===== src/rwms_div.sv =====
// serial restoring divider, STEP_BITS quotient bits per cycle
// depends on nothing; used for the mean and the variance quotient
module rwms_div #(
   parameter int DVS_W     = 16,
   parameter int Q_W       = 48,
   parameter int STEP_BITS = 4
) (
   input  logic             clock,
   input  logic             reset,
   input  logic             start,
   input  logic [DVS_W-1:0] rem_init,
   input  logic [Q_W-1:0]   dividend_lo,
   input  logic [DVS_W-1:0] divisor,
   output logic             busy,
   output logic [Q_W-1:0]   quotient
);
   localparam int STEPS = Q_W / STEP_BITS;
   localparam int CNT_W = $clog2(STEPS + 1);

   logic [DVS_W-1:0] rem_ff, rem_in;
   logic [Q_W-1:0]   shift_ff, shift_in;
   logic [DVS_W-1:0] dvs_ff;
   logic [CNT_W-1:0] cnt_ff;
   logic             busy_ff;

   // dividend bits leave at the top, quotient bits enter at the bottom
   always_comb begin
      logic [DVS_W:0] trial;
      rem_in   = rem_ff;
      shift_in = shift_ff;
      trial    = '0;
      for (int i = 0; i < STEP_BITS; i++) begin
         trial    = {rem_in, shift_in[Q_W-1]};
         shift_in = {shift_in[Q_W-2:0], 1'b0};
         if (trial >= {1'b0, dvs_ff}) begin
            trial       = trial - {1'b0, dvs_ff};
            shift_in[0] = 1'b1;
         end
         rem_in = trial[DVS_W-1:0];
      end
   end

   always_ff @(posedge clock) begin
      if (reset) begin
         busy_ff <= 1'b0;
         cnt_ff  <= '0;
      end else if (start) begin
         busy_ff <= 1'b1;
         cnt_ff  <= CNT_W'(STEPS);
      end else if (busy_ff) begin
         cnt_ff <= cnt_ff - 1'b1;
         if (cnt_ff == CNT_W'(1)) begin
            busy_ff <= 1'b0;
         end
      end
   end

   always_ff @(posedge clock) begin
      if (start) begin
         rem_ff   <= rem_init;
         shift_ff <= dividend_lo;
         dvs_ff   <= divisor;
      end else if (busy_ff) begin
         rem_ff   <= rem_in;
         shift_ff <= shift_in;
      end
   end

   assign busy     = busy_ff;
   assign quotient = shift_ff;

endmodule


===== config.mk =====
export PLATFORM = sky130hd
export DESIGN_NAME = rwms_div
export DESIGN_NICKNAME = d
export VERILOG_FILES = /design/src/rwms_div.sv
export SDC_FILE = /design/constraint.sdc
export NUM_CORES = 1
export LEC_CHECK = 0
export BUFFER_PORTS_ARGS = -buffer_cell sky130_fd_sc_hd__buf_2
export CORE_AREA = 2 2 138 140
export DETAILED_ROUTE_END_ITERATION = 6
export DIE_AREA = 0 0 140 142
export PLACE_DENSITY_LB_ADDON = 0.3
export SKIP_LAST_GASP = 1
export SYNTH_ARGS = -nofsm -noshare
export SYNTH_HDL_FRONTEND = slang
export SYNTH_SLANG_ARGS = --single-unit

===== constraint.sdc =====
create_clock -name clock -period 15.8 [get_ports clock]
set_input_delay 1.58 -clock clock [delete_from_list [all_inputs] [get_ports clock]]
set_output_delay 1.58 -clock clock [all_outputs]
set_load 0.05 [all_outputs]

==> out/metrics.sh <==
INSERTION_DELAY_PS=350
INITIAL_ANTENNA_VIOLATION_COUNT=0
NUMBER_OF_BUFFERS_INSERTED_DURING_CLOCK_TREE_SYNTHESIS=9
DETAIL_ROUTE.DRC_VIOLATIONS=4
YS_TOP_CELLS_BY_COUNT='edfxtp_1 (80), mux2_2 (68), ha_1 (66), a21oi_1 (47), inv_1 (44)'
YOSYSWARNINGCOUNT=0
DESIGN.DIE.AREA_UM2=19900
HOLD_VIOLATIONS_FINAL=0
PLACE_INST=1050
SYNTH_NETS=854
MIN_TO='cnt_ff[1]$_SDFFE_PP0P_'
DIE_HEIGHT_UM=142
WORST_SLEW_MARGIN_REL=0.340
WORSTHOLDPATHTYPE='register to register'
TRACK_USAGE=0.196
POST_ROUTE_CELLS_DRIVE_ABOVE_1_SHARE=0.292
PLACE.PORT_BUFFERS=131
PLACE.DETAILED.HPWL_UM=15300
GRT_PASS1_VIAS=5845
NUM_VIAS=6056
CP_SLOWEST_CELL='a221o_1'
FAILED_CHECKS='design-rule violations'
YOSYS_REGISTER_BITS=85
POSTROUTEANTENNANETS=0
PATH_CLK_SLEW_PS=70
STATUS='complete, but fails checks'
NUM-NETS-FINAL=980
CORE.ROWCOUNT=50
FIN_AREA_UM2=8410
DIODES=0
WORST-R2R-SETUP-SLACK_PS=4480
CP_DATA_ARRIVAL_TIME_PS=11400
WORST-PATH-MAX-FANOUT=25
CTS_SINKS=85
ROUTED_VIA_DENSITY=5.68
WORSTHOLDSTART='cnt_ff[1]$_SDFFE_PP0P_'
POST-SYNTH-TOP-COUNT-CELL='edfxtp_1'
TIMING.SETUP.TNS_PS=0
WORST_HOLD_STAGES=2
MAXCLOCKFREQUENCY_MHz=88.3
WORST_SETUP_PATH_START_KIND='register'
WORST_HOLD_MARGIN_PS=508
COUNT_OF_HOLD_BUFFERS_INSERTED_BY_POST_CTS_REPAIR=0
CTS_HTREE_LEVELS=3
RSZ0062_AT_GRT='false'
TIGHTEST_SLEW_PS=989
SYNTH_LARGEST_AREA_CELL='edfxtp_1'
PLACED_AREA_UM2=8110
SYNTH_SEQUENTIAL_AREA_RATIO=0.346
YS_TOP_CELLS_BY_AREA='edfxtp_1 (33%), ha_1 (11%), mux2_2 (11%)'
CLOCKBUFFERDEPTH=2
FILL_CELLS=1763
SYNTH_CELLS=701
POSTCTSSETUPREPAIRBUFS=0
TRITONCTS_CLOCK_TREE='yes'
FINAL_CELLS=1066
WORST_REG_TO_REG_PATH_CELL_COUNT=36
POSTSYNTH.TOPFLOPCELL='edfxtp_1'
TIMING.FINAL.SETUP_VIOLATIONS=0
NUMBER_OF_ENABLE_FLIP_FLOP_CELLS_AFTER_SYNTHESIS=80
TOTALWIRELENGTH_UM=19800
AREA_DELTA_SYNTH_FINAL_PCT=16.3
SKEW_PS=12.9
DESIGN.PORTCOUNT=132
GLOBAL_ROUTE_CONGESTION_OVERFLOW_TOTAL=0
TIMING.CRITICAL_PATH.TO_TYPE='register'
AVGROUTEDWIREPERCELL_UM=18.5
GRT_START_MAX_NET_PINS=74
CTS_ROOT_BUFFER='clkbuf_16'
POST-ROUTE-PERIOD-UTIL=0.717
SYNTH.AVG_CELL_AREA_UM2=10.3
FINAL_PERIOD_MINUS_WORST_SETUP_SLACK_PS=11320
SYNTH-ASYNC-RESET-RATIO=0
REPORT.FINAL.SLEW_VIOL_COUNT=0
SYNTH_LARGEST_TYPE_AREA_FRACTION=0.333
POST_CTS.RESIZED_INSTANCES=0
SYNTH_AREA_UM2=7220
DRTPASS1ITERATIONS=7
NUMBER_OF_VIOLATIONS_REPORTED_AT_THE_END_OF_DETAILED_ROUTING_ITERATION_0=667
TIMING.CRITICAL_PATH.SLOWEST_CELL_DELAY_PS=720
WORSTPATHREQUIRED_PS=15880
MAXCAPVIOLATIONS=0
GP_CONGESTION=0.953
AREA_USED_BY_MULTI_INPUT_COMBINATIONAL_LOGIC_UM2=4470
WIRE_LENGTH_OF_THE_FIRST_GLOBAL_ROUTING_PASS_UM=30900
R2R-START='dvs_ff[8]$_DFFE_PP_'
RR_ENDPOINT='rem_ff[1]$_DFFE_PP_'
INITIAL_CORE_UTIL=0.391
FLOORPLAN.CORE_AREA_UM2=18500
DIE_X_UM=140
REGAREA_UM2=2500
CRITICAL_PATH.MOST_COMMON_CELL='ha_1'
NETLIST-CELL-TYPE-COUNT=74
WORST_SETUP_PATH_CLASS='register to register'
cell type report:
class | count | area share
repair buffers | 134 | 0.0810
inverters | 45 | 0.0201
multi-input cells | 552 | 0.532
clock inverters | 6 | 0.00744
well taps | 234 | 0.0348
clock buffers | 10 | 0.0272
flip-flops and latches | 85 | 0.298
critical path, delay by kind of cell, from the launching register on:
family / cells / cell delay (ps)
buf+inv: 3 / 500
simple gates: 6 / 1420
mux: 2 / 870
compound gates: 21 / 6520
fa+ha+maj: 4 / 1390
flops: 1 / 330
layout by cell type, fill, tap and decap left out, types with 3 or more instances in the layout:
cell       instances
a211o_1            4
a211oi_1           4
a21o_1            18
a21oi_1           47
a31o_2             7
a31oi_1            3
a32oi_1            6
buf_2            130
buf_4              4
clkbuf_16          9
dfxtp_1            5
edfxtp_1          80
fa_1               4
ha_1              66
inv_1             44
inv_6              4
mux2_2            68
mux2_4             5
mux2i_1            9
nand2_1           36
nand2b_1          10
nand3_1           10
nand4_1           13
nor2_1            43
nor2b_1            6
nor3_1            14
o2111ai_1          3
o211ai_1           6
o21a_1            11
o21ai_0           30
o21bai_1           8
o31a_1             4
o31ai_1            7
o41ai_1            9
or3_1              3
xnor2_1           36
xor2_1            15
flip-flops by register name, summed over array words and instances (netlist names):
signal / cells
quotient: 48
dvs_ff: 16
rem_ff: 16
cnt_ff: 4
busy: 1
stage by stage:
step | worst slack [ps] | util
finish | 4480 | 0.455
global route | 3810 | 0.455
CTS | 4640 | 0.455
detailed placement | 4700 | 0.440
global placement | 4880 | 0.440
floorplan | 5870 | -
layer usage:
layer	wire length, um	GRT usage	vias to the layer above
li1	-	-	2929
met1	8950	0.268	2899
met2	9210	0.326	197
met3	1180	0.0289	31
met4	415	0.0548	0
met5	0	0	-
cells by family after synthesis:
| kind of cell | synth area share |
|---|---|
| adder cells (fa/ha/maj) | 0.125 |
| AND/OR/NAND/NOR | 0.101 |
| AO/OA/AOI/OAI | 0.201 |
| multiplexers | 0.129 |
| XOR/XNOR | 0.0618 |
| flip-flops | 0.346 |
| buffers and inverters | 0.0350 |
how the worst max path moves through the flow:
stage                     slack, ps                  end                    from
after floorplan                5870  rem_ff[1]$_DFFE_PP_  quotient[47]$_DFFE_PP_
after global placement         4880  rem_ff[1]$_DFFE_PP_     dvs_ff[1]$_DFFE_PP_
after detailed placement       4700  rem_ff[1]$_DFFE_PP_     dvs_ff[1]$_DFFE_PP_
after CTS                      4640  rem_ff[1]$_DFFE_PP_     dvs_ff[1]$_DFFE_PP_
after global routing           3810  rem_ff[1]$_DFFE_PP_     dvs_ff[1]$_DFFE_PP_
final                          4480  rem_ff[1]$_DFFE_PP_     dvs_ff[8]$_DFFE_PP_
Power is not shown: default switching activity piles up to over one toggle a cycle in this logic, so the estimate is an artifact.
