### src/rwms_isqrt.sv
// serial integer square root, one root bit per cycle, floor result
// depends on nothing
module rwms_isqrt #(
   parameter int RT_W = 24
) (
   input  logic              clock,
   input  logic              reset,
   input  logic              start,
   input  logic [2*RT_W-1:0] radicand,
   output logic              busy,
   output logic [RT_W-1:0]   root
);
   localparam int CNT_W = $clog2(RT_W + 1);

   logic [RT_W+1:0]   rem_ff, rem_in;
   logic [RT_W-1:0]   root_ff, root_in;
   logic [2*RT_W-1:0] rad_ff;
   logic [CNT_W-1:0]  cnt_ff;
   logic              busy_ff;
   logic [RT_W+1:0]   rem_sh;
   logic [RT_W+1:0]   trial;

   assign rem_sh = {rem_ff[RT_W-1:0], rad_ff[2*RT_W-1 -: 2]};
   assign trial  = {root_ff, 2'b01};

   always_comb begin
      if (rem_sh >= trial) begin
         rem_in  = rem_sh - trial;
         root_in = {root_ff[RT_W-2:0], 1'b1};
      end else begin
         rem_in  = rem_sh;
         root_in = {root_ff[RT_W-2:0], 1'b0};
      end
   end

   always_ff @(posedge clock) begin
      if (reset) begin
         busy_ff <= 1'b0;
         cnt_ff  <= '0;
      end else if (start) begin
         busy_ff <= 1'b1;
         cnt_ff  <= CNT_W'(RT_W);
      end else if (busy_ff) begin
         cnt_ff <= cnt_ff - 1'b1;
         if (cnt_ff == CNT_W'(1)) begin
            busy_ff <= 1'b0;
         end
      end
   end

   always_ff @(posedge clock) begin
      if (start) begin
         rem_ff  <= '0;
         root_ff <= '0;
         rad_ff  <= radicand;
      end else if (busy_ff) begin
         rem_ff  <= rem_in;
         root_ff <= root_in;
         rad_ff  <= {rad_ff[2*RT_W-3:0], 2'b00};
      end
   end

   assign busy = busy_ff;
   assign root = root_ff;

endmodule

### config.mk
export PLATFORM = sky130hd
export DESIGN_NAME = rwms_isqrt
export DESIGN_NICKNAME = d
export VERILOG_FILES = /design/src/rwms_isqrt.sv
export SDC_FILE = /design/constraint.sdc
export NUM_CORES = 1
export LEC_CHECK = 0
export BUFFER_PORTS_ARGS = -buffer_cell sky130_fd_sc_hd__buf_4
export CAP_MARGIN = 20
export CORE_ASPECT_RATIO = 0.8
export CORE_UTILIZATION = 44
export DETAILED_ROUTE_END_ITERATION = 7
export HOLD_SLACK_MARGIN = 0.15
export PLACE_DENSITY = 0.62
export SYNTH_ARGS = -nofsm -noshare
export SYNTH_HDL_FRONTEND = slang
export SYNTH_SLANG_ARGS = --single-unit
### constraint.sdc
create_clock -name clock -period 7.1 [get_ports clock]
set_input_delay 1.42 -clock clock [delete_from_list [all_inputs] [get_ports clock]]
set_output_delay 1.42 -clock clock [all_outputs]
set_load 0.05 [all_outputs]
==> out/metrics.yaml, run 1 <==
drc_errors: 0
drtPass1Iterations: 4
syn_to_final_growth_pct: 13.9
critPathArrivalTime_ps: 3630
antenna_found_initial: 0
cp_max_fo: 22
critical_path_required_ps: 7350
slew_viol_final: 0
grt_pass1_vias: 3859
period_minus_slack_ps: 3380
fin_skew_ps: 7.85
leakage_nw: 2.65
initial_core_util_pct: 45.0
clkLatencyLatePin_ps: 340
io_buffers: 75
hpwlAfterDp_mm: 7.65
grt_use_total_pct: 17.1
min_path_type: "reg -> reg"
preCtsSetupSlack_ps: 3430
worst_slack_ps: 3720
dp_cells: 755
tightest_slew_ps: 1020
cts_max_level: 3
cp_cell_sequence: "inv_1 > ha_1 > nand3_1 > nor4_1 > nand4_1 > o21ai_1 > nor2b_1 > a21o_1 > buf_4 > or4b_1 > a311oi_2"
syn_nets: 635
rsz0062_at_grt: "no"
vias: 4052
antennaDiodeCount: 0
yosysSeqAreaShare_pct: 43.7
ys_ff_latch: 102
synth_top_area_cell: "edfxtp_1"
min_period_over_period_pct: 47.6
yosys_warnings: 0
internal_power_mw: 1.24
fp.coreArea_mm2: 0.0128
viasPerCell: 5.25
cp_slowest_cell: "or4b_1"
p_sw_share_pct: 34.2
clock_sink_count: 102
finalSetupViolations: 0
post_cts_resized: 0
status: "complete, no violations"
drv_cap: 0
die_width_um: 130
routed_wl_mm: 11.0
post_cts_buffers: 0
worst_setup_path_end_kind: "flip-flop"
nNetsFinal: 671
cts_tree: "yes"
synth_top_cells_by_area: "edfxtp_1 (25%), dfxtp_1 (19%), mux2_2 (9.0%)"
grt_pass1_wl_mm: 18.7
grt_max_degree: 91
drive_gt1_share_pct: 24.8
synth_top_area_share_pct: 25.0
instances_no_fill: 772
fmax_ghz: 0.296
pwr-share-clk_pct: 25.0
numCtsBuffers: 9
slowest_delay_ps: 580
fin_tns_setup_ps: 0
yosysMostFrequentCell: "nor2_1"
postLayoutCoreUtil_pct: 51.3
p_comb_share_pct: 37.3
postCtsHoldBufs: 0
clk_path_buf_depth: 2
synthFlopType: "dfxtp_1"
p_sw_mw: 0.647
drtAntennaViolNets: 0
die_h_um: 104
synth_area_mm2: 0.00577
rows: 37
start_kind: "flip-flop"
path_clk_slew_ps: 70
avgRoutedWirePerCell_um: 14.2
ir_drop_mv: 0.134
ys_async_sr_fraction_pct: 0
ys_top_cells_by_count: "nor2_1 (58), dfxtp_1 (54), edfxtp_1 (48)"
synth_edf_count: 48
drtIter0Drc: 223
critPathKind: "reg -> reg"
finalHoldViolCount: 0
gp_congestion: 0.856
pwr-share-seq_pct: 37.7
powerDensity_mw_per_mm2: 288
die_area_mm2: 0.0136
grt-ovfl-total: 0
syn_area_per_cell_um2: 10.4
maxSlewHeadroom_pct: 32.1
synthCells: 556
synth_cell_types: 61
cts_root_buffer: "clkbuf_16"
io_pins: 76
[power by group through the flow]
stage / combinational (mW) / clock [mW] / sequential (mW)
3_5_place_dp: 0.698 / 0 / 0.727
4_1_cts: 0.704 / 0.487 / 0.714
6_report: 0.705 / 0.474 / 0.713
2_1_floorplan: 0.574 / 0 / 0.717
3_3_place_gp: 0.690 / 0 / 0.724
5_1_grt: 0.783 / 0.511 / 0.721
[cell type report]
cell class                      count  area [µm²]
Clock buffer                       10         229
Clock inverter                      6        55.1
Fill cell                        1192        6250
Inverter                           33         124
Multi-Input combinational cell    367        2820
Sequential cell                   102        2520
Tap cell                          175         219
Timing Repair Buffer               79         606
[cells in the final DEF, fill, tap and decap left out, types with 6 or more instances in the layout]
master and instances:
a211oi_1 18, a21o_1 10, a21oi_1 17, buf_4 78, clkbuf_16 9, dfxtp_1 53, edfxtp_1 48, ha_1 28
inv_1 32, mux2_2 46, mux2i_1 40, nand2_1 21, nand4_1 9, nor2_1 58, nor3_1 12, o21ai_0 6
o21ai_1 6, xnor2_1 12, xor2_1 11
[layer usage]
metal  wire length (µm)  vias to the layer above  track usage (%)
li1                   -                     2064                -
met2               4920                       76             25.0
met5                  0                        -                0
met4                108                        0             3.74
met3                503                       10             4.17
met1               5440                     1902             25.4
[worst max-delay path, delay by kind of cell (launching register included)]
kind,cells,cell delay [ps]
AOI/OAI and AO/OA,3,840
adders and majority gates,1,420
DFF,1,380
and+or+nand+nor,5,1260
buffers and inverters,2,370
[stage by stage]
stage               cell area, µm²  hold slack [ps]  total power, mW
floorplan                     5770              468             1.29
global placement              6270              487             1.41
detailed placement            6270              498             1.42
CTS                           6550              510             1.90
global route                  6570              522             2.01
finish                        6570              508             1.89
[state kept, by name, indices dropped and copies added, names as in the netlist]
register	count
root	24
cnt_ff	5
rem_ff	24
busy	1
rad_ff	48
[final timing paths]
kind / from / endpoint / slack [ps] / depth (start not counted)
setup / recovery: root[18] / rem_ff[18] / 3720 / 11
hold / removal: rem_ff[13] / rem_ff[13] / 510 / 2
setup reg to reg: root[18] / rem_ff[18] / 3720 / 11
hold reg to reg: rem_ff[13] / rem_ff[13] / 510 / 2
[kinds of logic (layout without fill, tap and decap cells)]
| family | count (synthesis) | in the layout | synth area share, % |
|---|---|---|---|
| buffers and inverters | 87 | 128 | 7.48 |
| AO/OA/AOI/OAI | 91 | 91 | 11.6 |
| flip-flops | 102 | 102 | 43.7 |
| XOR/XNOR | 23 | 23 | 3.49 |
| AND/OR/NAND/NOR | 139 | 139 | 11.8 |
| multiplexers | 86 | 86 | 15.9 |
| adder cells (fa/ha/maj) | 28 | 28 | 6.07 |
Power figures use the tool's default switching activity.
==> inputs of run 2 (changes only) <==
--- a/config.mk
+++ b/config.mk
@@ -5,13 +5,14 @@
 export SDC_FILE = /design/constraint.sdc
 export NUM_CORES = 1
 export LEC_CHECK = 0
+export ABC_AREA = 1
 export BUFFER_PORTS_ARGS = -buffer_cell sky130_fd_sc_hd__buf_4
 export CAP_MARGIN = 20
 export CORE_ASPECT_RATIO = 0.8
 export CORE_UTILIZATION = 44
 export DETAILED_ROUTE_END_ITERATION = 7
 export HOLD_SLACK_MARGIN = 0.15
-export PLACE_DENSITY = 0.62
+export PLACE_DENSITY = 0.64
 export SYNTH_ARGS = -nofsm -noshare
 export SYNTH_HDL_FRONTEND = slang
 export SYNTH_SLANG_ARGS = --single-unit
==> constraint.sdc (replaced) <==
create_clock -name clock -period 2.8 [get_ports clock]
set_input_delay 0.56 -clock clock [delete_from_list [all_inputs] [get_ports clock]]
set_output_delay 0.56 -clock clock [all_outputs]
set_load 0.05 [all_outputs]
==> run 2 against run 1 <==
  * Setup slack got worse by 3500 ps
  * Clock-buffer cell count decreased by 1
  * Total power increased to 4.8 times the previous value
  * Final cell count increased by 42%
  * Area after synthesis increased by 7.7%
  * Largest cell class unchanged
  * Register-to-register slack got worse by 3500 ps
  * Combinational power increased to 8.3 times the previous value
  * Synthesized cell count increased by 56%
==> out/metrics.yaml, run 2 <==
viasPerCell: 4.88
fin_tns_setup_ps: 0
nNetsFinal: 993
syn_to_final_growth_pct: 14.1
tightest_slew_ps: 541
numCtsBuffers: 9
yosys_warnings: 0
final_cell_mix: "nand2_1 (349), inv_1 (118), buf_4 (83), nor2_1 (55), dfxtp_1 (54)"
initial_core_util_pct: 45.4
finalHoldViolCount: 0
io_buffers: 75
leakage_nw: 3.64
ys_async_sr_fraction_pct: 0
die_h_um: 108
start_kind: "flip-flop"
worst_setup_path_end_kind: "flip-flop"
hold_ws_ps: 367
grt-ovfl-total: 0
critical_path_required_ps: 3050
grt_use_total_pct: 21.3
post_cts_buffers: 0
slew_viol_final: 0
routed_wl_mm: 14.6
synth_edf_count: 48
postCtsHoldBufs: 0
powerDensity_mw_per_mm2: 1290
syn_nets: 948
regMostFlops: "rad_ff"
ir_drop_mv: 1.28
drc_errors: 0
r2r_setup_slack_ps: 240
drtPass1Iterations: 5
rows: 38
grt_use_met2_pct: 30.6
gp_congestion: 0.888
grt_max_degree: 59
busiest_layer: "met1"
antennaDiodeCount: 0
yosysMostFrequentCell: "nand2_1"
avgRoutedWirePerCell_um: 13.3
critPathArrivalTime_ps: 2810
die_area_mm2: 0.0146
fmax_ghz: 0.391
fp.coreArea_mm2: 0.0137
synth_area_mm2: 0.00621
status: "complete, no violations"
period_minus_slack_ps: 2560
min_path_type: "in -> reg"
hpwlAfterDp_mm: 10.8
ys_ff_latch: 102
largest_reg_flops: 48
min_from: "reset"
drtAntennaViolNets: 0
worst_slack_ps: 243
vias: 5365
fin_skew_ps: 8.08
r2r_end: "rem_ff[11]"
critPathKind: "reg -> reg"
ys_top_cells_by_count: "nand2_1 (349), inv_1 (118), nor2_1 (55)"
io_pins: 76
preCtsSetupSlack_ps: 267
clk_path_buf_depth: 2
drive_gt1_share_pct: 13.9
clkLatencyLatePin_ps: 360
grt_use_met3_pct: 5.11
final_common_cell: "nand2_1"
path_clk_slew_ps: 70
syn_area_per_cell_um2: 7.15
synthCells: 869
holdPathStages: 2
min_period_over_period_pct: 91.3
r2r-start: "root[10]"
grt_pass1_wl_mm: 24.1
maxSlewHeadroom_pct: 63.7
yosysSeqAreaShare_pct: 40.6
synth_top_cells_by_area: "edfxtp_1 (23%), nand2_1 (21%), dfxtp_1 (17%)"
drv_cap: 0
cp_max_fo: 32
synth_top_area_cell: "edfxtp_1"
post_cts_resized: 0
cts_max_level: 3
antenna_found_initial: 0
cts_root_buffer: "clkbuf_16"
drtIter0Drc: 369
synthFlopType: "dfxtp_1"
synth_top_area_share_pct: 23.2
grt_pass1_vias: 4864
nFillCells: 1371
met1_usage_pct: 31.9
cts_tree: "yes"
finalSetupViolations: 0
synth_cell_types: 40
reg2regPathDepth: 13
postLayoutCoreUtil_pct: 51.8
die_width_um: 135
rsz0062_at_grt: "no"
clock_sink_count: 102
holdPathEnd: "cnt_ff[3]"
[run 2: changes by cell type in the layout (fill, tap and decap cells not counted), sizes merged, moves of 10 or more]
cell,change
mux2i,-40
inv,+92
nand3,+30
nand4,+13
a21o,-10
a211oi,-19
o22ai,+23
nand2,+334
mux2,-46
[run 2: logic make-up (layout without fill, tap and decap cells)]
family                     count (synthesis)  after routing  synth area share [%]
adders and majority gates                 28             28                  5.64
AOI/OAI and AO/OA                         69             69                  6.68
and+or+nand+nor                          487            487                  33.4
buffers and inverters                    173            223                  12.3
xor gates and xnor gates                  10             10                  1.41
DFF                                      102            102                  40.6
[run 2: layout make-up]
class	instances	area [µm²]	area share (%)
inverter	123	462	6.51
timing repair buffer	84	643	9.07
sequential	102	2520	35.6
tap	180	225	3.18
clock buffer	9	225	3.18
clock inverter	7	85.1	1.20
multi-input combinational	594	2930	41.3
[run 2: through the flow]
stage / area [µm²] / instances / power [mW]
detailed placement: 6780 / 1083 / 7.77
global route: 7090 / 1099 / 10.0
global placement: 6780 / 1083 / 7.75
finish: 7090 / 1099 / 9.13
CTS: 7090 / 1099 / 9.13
floorplan: 6220 / 869 / 6.81
[run 2: per-layer routing]
| layer | vias to the layer above | wire length [µm] |
|---|---|---|
| li1 | 2823 | - |
| met1 | 2421 | 7710 |
| met2 | 115 | 5940 |
| met3 | 6 | 838 |
| met4 | 0 | 136 |
| met5 | - | 0 |
[run 2: worst max-delay path by stage]
stage | start | endpoint | slack (ps) | depth (start not counted)
finish | root[10] | rem_ff[11] | 240 | 13
global route | root[12] | rem_ff[17] | 30 | 14
CTS | root[12] | rem_ff[11] | 250 | 13
detailed placement | root[12] | rem_ff[11] | 270 | 13
global placement | root[13] | rem_ff[11] | 350 | 13
floorplan | busy | rad_ff[0] | 480 | 4
[run 2: worst max-delay path, cell delays in order, from the launching register on]
cell     delay, ps
dfxtp_1        340
inv_1           70
ha_1           370
nand2_2        160
nor2_1          80
nand2_1        100
nor2_1          50
nand2_1         90
nand3_2         80
nor2_4         320
nand2_4        300
or2_2          360
nand3_1         70
nand2_1         50
[run 2: report_power, final]
| group | leakage (nW) | switching (mW) | total [mW] | internal, mW |
|---|---|---|---|---|
| logic | 2.56 | 3.94 | 5.84 | 1.90 |
| clock network | 0.146 | 0.614 | 1.33 | 0.713 |
| registers | 0.933 | 0.155 | 1.96 | 1.81 |
| total | 3.64 | 4.71 | 9.13 | 4.42 |
==> inputs of run 3 (changes only) <==
--- a/config.mk
+++ b/config.mk
@@ -5,7 +5,7 @@
 export SDC_FILE = /design/constraint.sdc
 export NUM_CORES = 1
 export LEC_CHECK = 0
-export ABC_AREA = 1
+export ABC_AREA = 0
 export BUFFER_PORTS_ARGS = -buffer_cell sky130_fd_sc_hd__buf_4
 export CAP_MARGIN = 20
 export CORE_ASPECT_RATIO = 0.8
==> run 3 against run 2 <==
  * First-iteration DRC count fell by 23%
  * Design area decreased by 0.79%
  * Combinational power down 65%
  * Clock skew about the same
  * Highest routed layer unchanged
  * Core utilization is 3.1 points higher
  * Wire length down 18%
  * Final cell count decreased by 27%
  * Setup slack lost 130 ps
==> out/metrics.yaml, run 3 (synthesis results as in run 1) <==
status: "complete, no violations"
drtIter0Drc: 285
path_clk_slew_ps: 70
drive_gt1_share_pct: 32.4
routed_wl_mm: 11.9
min_path_type: "in -> reg"
cts_root_buffer: "clkbuf_16"
min_from: "reset"
total_power_mw: 5.25
clk_path_buf_depth: 2
fmax_ghz: 0.372
antennaDiodeCount: 0
regMostFlops: "rad_ff"
dr_wl_met2_mm: 5.37
cts_tree: "yes"
slew_viol_final: 0
grt_use_total_pct: 18.7
r2r-start: "root[7]"
finalSetupViolations: 0
final-seq-area_mm2: 0.00253
rows: 37
r2r_end: "rem_ff[18]"
hpwlAfterDp_mm: 8.29
cp_max_fo: 6
worst_setup_path_end_kind: "flip-flop"
ir_drop_mv: 0.338
die_area_mm2: 0.0136
io_buffers: 75
die_h_um: 104
r2r_setup_slack_ps: 110
nFillCells: 1168
numCtsBuffers: 9
syn_to_final_growth_pct: 21.9
die_width_um: 130
grt_pass1_vias: 4123
m1WireLength_mm: 5.88
drv_cap: 0
antenna_found_initial: 0
gp_congestion: 0.893
postCtsHoldBufs: 0
clkLatencyLatePin_ps: 350
postLayoutCoreUtil_pct: 54.9
final_cell_mix: "buf_4 (106), nor2_1 (57), dfxtp_1 (49), edfxtp_1 (48), mux2_2 (46)"
critPathArrivalTime_ps: 2960
nNetsFinal: 701
holdPathEnd: "busy"
leakage_nw: 2.85
grt_pass1_wl_mm: 20.0
dr.max_layer_used: "met4"
drtPass1Iterations: 4
finalHoldViolCount: 0
powerDensity_mw_per_mm2: 746
critical_path_required_ps: 3070
grt-ovfl-total: 0
fin_skew_ps: 8.14
start_kind: "flip-flop"
cts_max_level: 3
tightest_slew_ps: 614
period_minus_slack_ps: 2690
fin_tns_setup_ps: 0
initial_core_util_pct: 45.0
io_pins: 76
critPathKind: "reg -> reg"
vias: 4253
grt_max_degree: 44
final_common_cell: "buf_4"
clock_sink_count: 102
fp.coreArea_mm2: 0.0128
drc_errors: 0
reg2regPathDepth: 10
maxSlewHeadroom_pct: 58.6
wl_met3_um: 559
min_period_over_period_pct: 96.0
holdPathStages: 2
avgRoutedWirePerCell_um: 14.9
multiInputGateArea_mm2: 0.00301
viasPerCell: 5.30
drtAntennaViolNets: 0
largest_reg_flops: 48
## run 3: metal layers
metal	up-vias	track usage (%)
met1	2035	26.5
met5	-	0
li1	2118	-
met4	0	4.73
met3	14	5.66
met2	86	27.4
## run 3: timing repair
item,CTS,global route
setup buffers,0,5
setup endpoints to repair,0,20
gates resized for setup,0,35
## run 3: power by group
group,internal (mW),switching [mW]
Sequential,1.73,0.102
Combinational,1.00,1.07
Clock,0.784,0.564
Total,3.51,1.73
## run 3: worst max-delay path, stage by stage (launching register included)
cell and delay [ps]:
dfxtp_1 330, inv_1 70, ha_4 300, nand2_1 80, o21a_1 220, or2_1 260
a31oi_2 230, o21ai_1 110, a21o_1 230, or4b_1 550, a311oi_2 240
## run 3: stage by stage
stage | hold slack, ps | setup slack, ps | instances | cell area, µm²
6_report | 401 | 111 | 802 | 7040
5_1_grt | 385 | -34.1 | 802 | 7040
4_1_cts | 384 | 49.2 | 797 | 6790
3_5_place_dp | 495 | 71.5 | 781 | 6480
3_3_place_gp | 485 | 134 | 781 | 6480
2_1_floorplan | 468 | 62.7 | 556 | 5770
## run 3: worst max-delay path by stage
stage,start,to,slack [ps]
detailed placement,root[18],rem_ff[1],70
global route,root[8],rem_ff[18],-30
finish,root[7],rem_ff[18],110
global placement,root[15],rem_ff[23],130
CTS,root[23],rem_ff[1],50
floorplan,root[23],rem_ff[18],60
## run 3: area by class of cell
class / count / share of cell area (%)
tap: 175 / 3.11
sequential: 102 / 35.9
clock inverter: 6 / 1.23
clock buffer: 10 / 3.25
inverter: 33 / 1.76
timing repair buffer: 109 / 11.9
multi-input combinational: 367 / 42.8
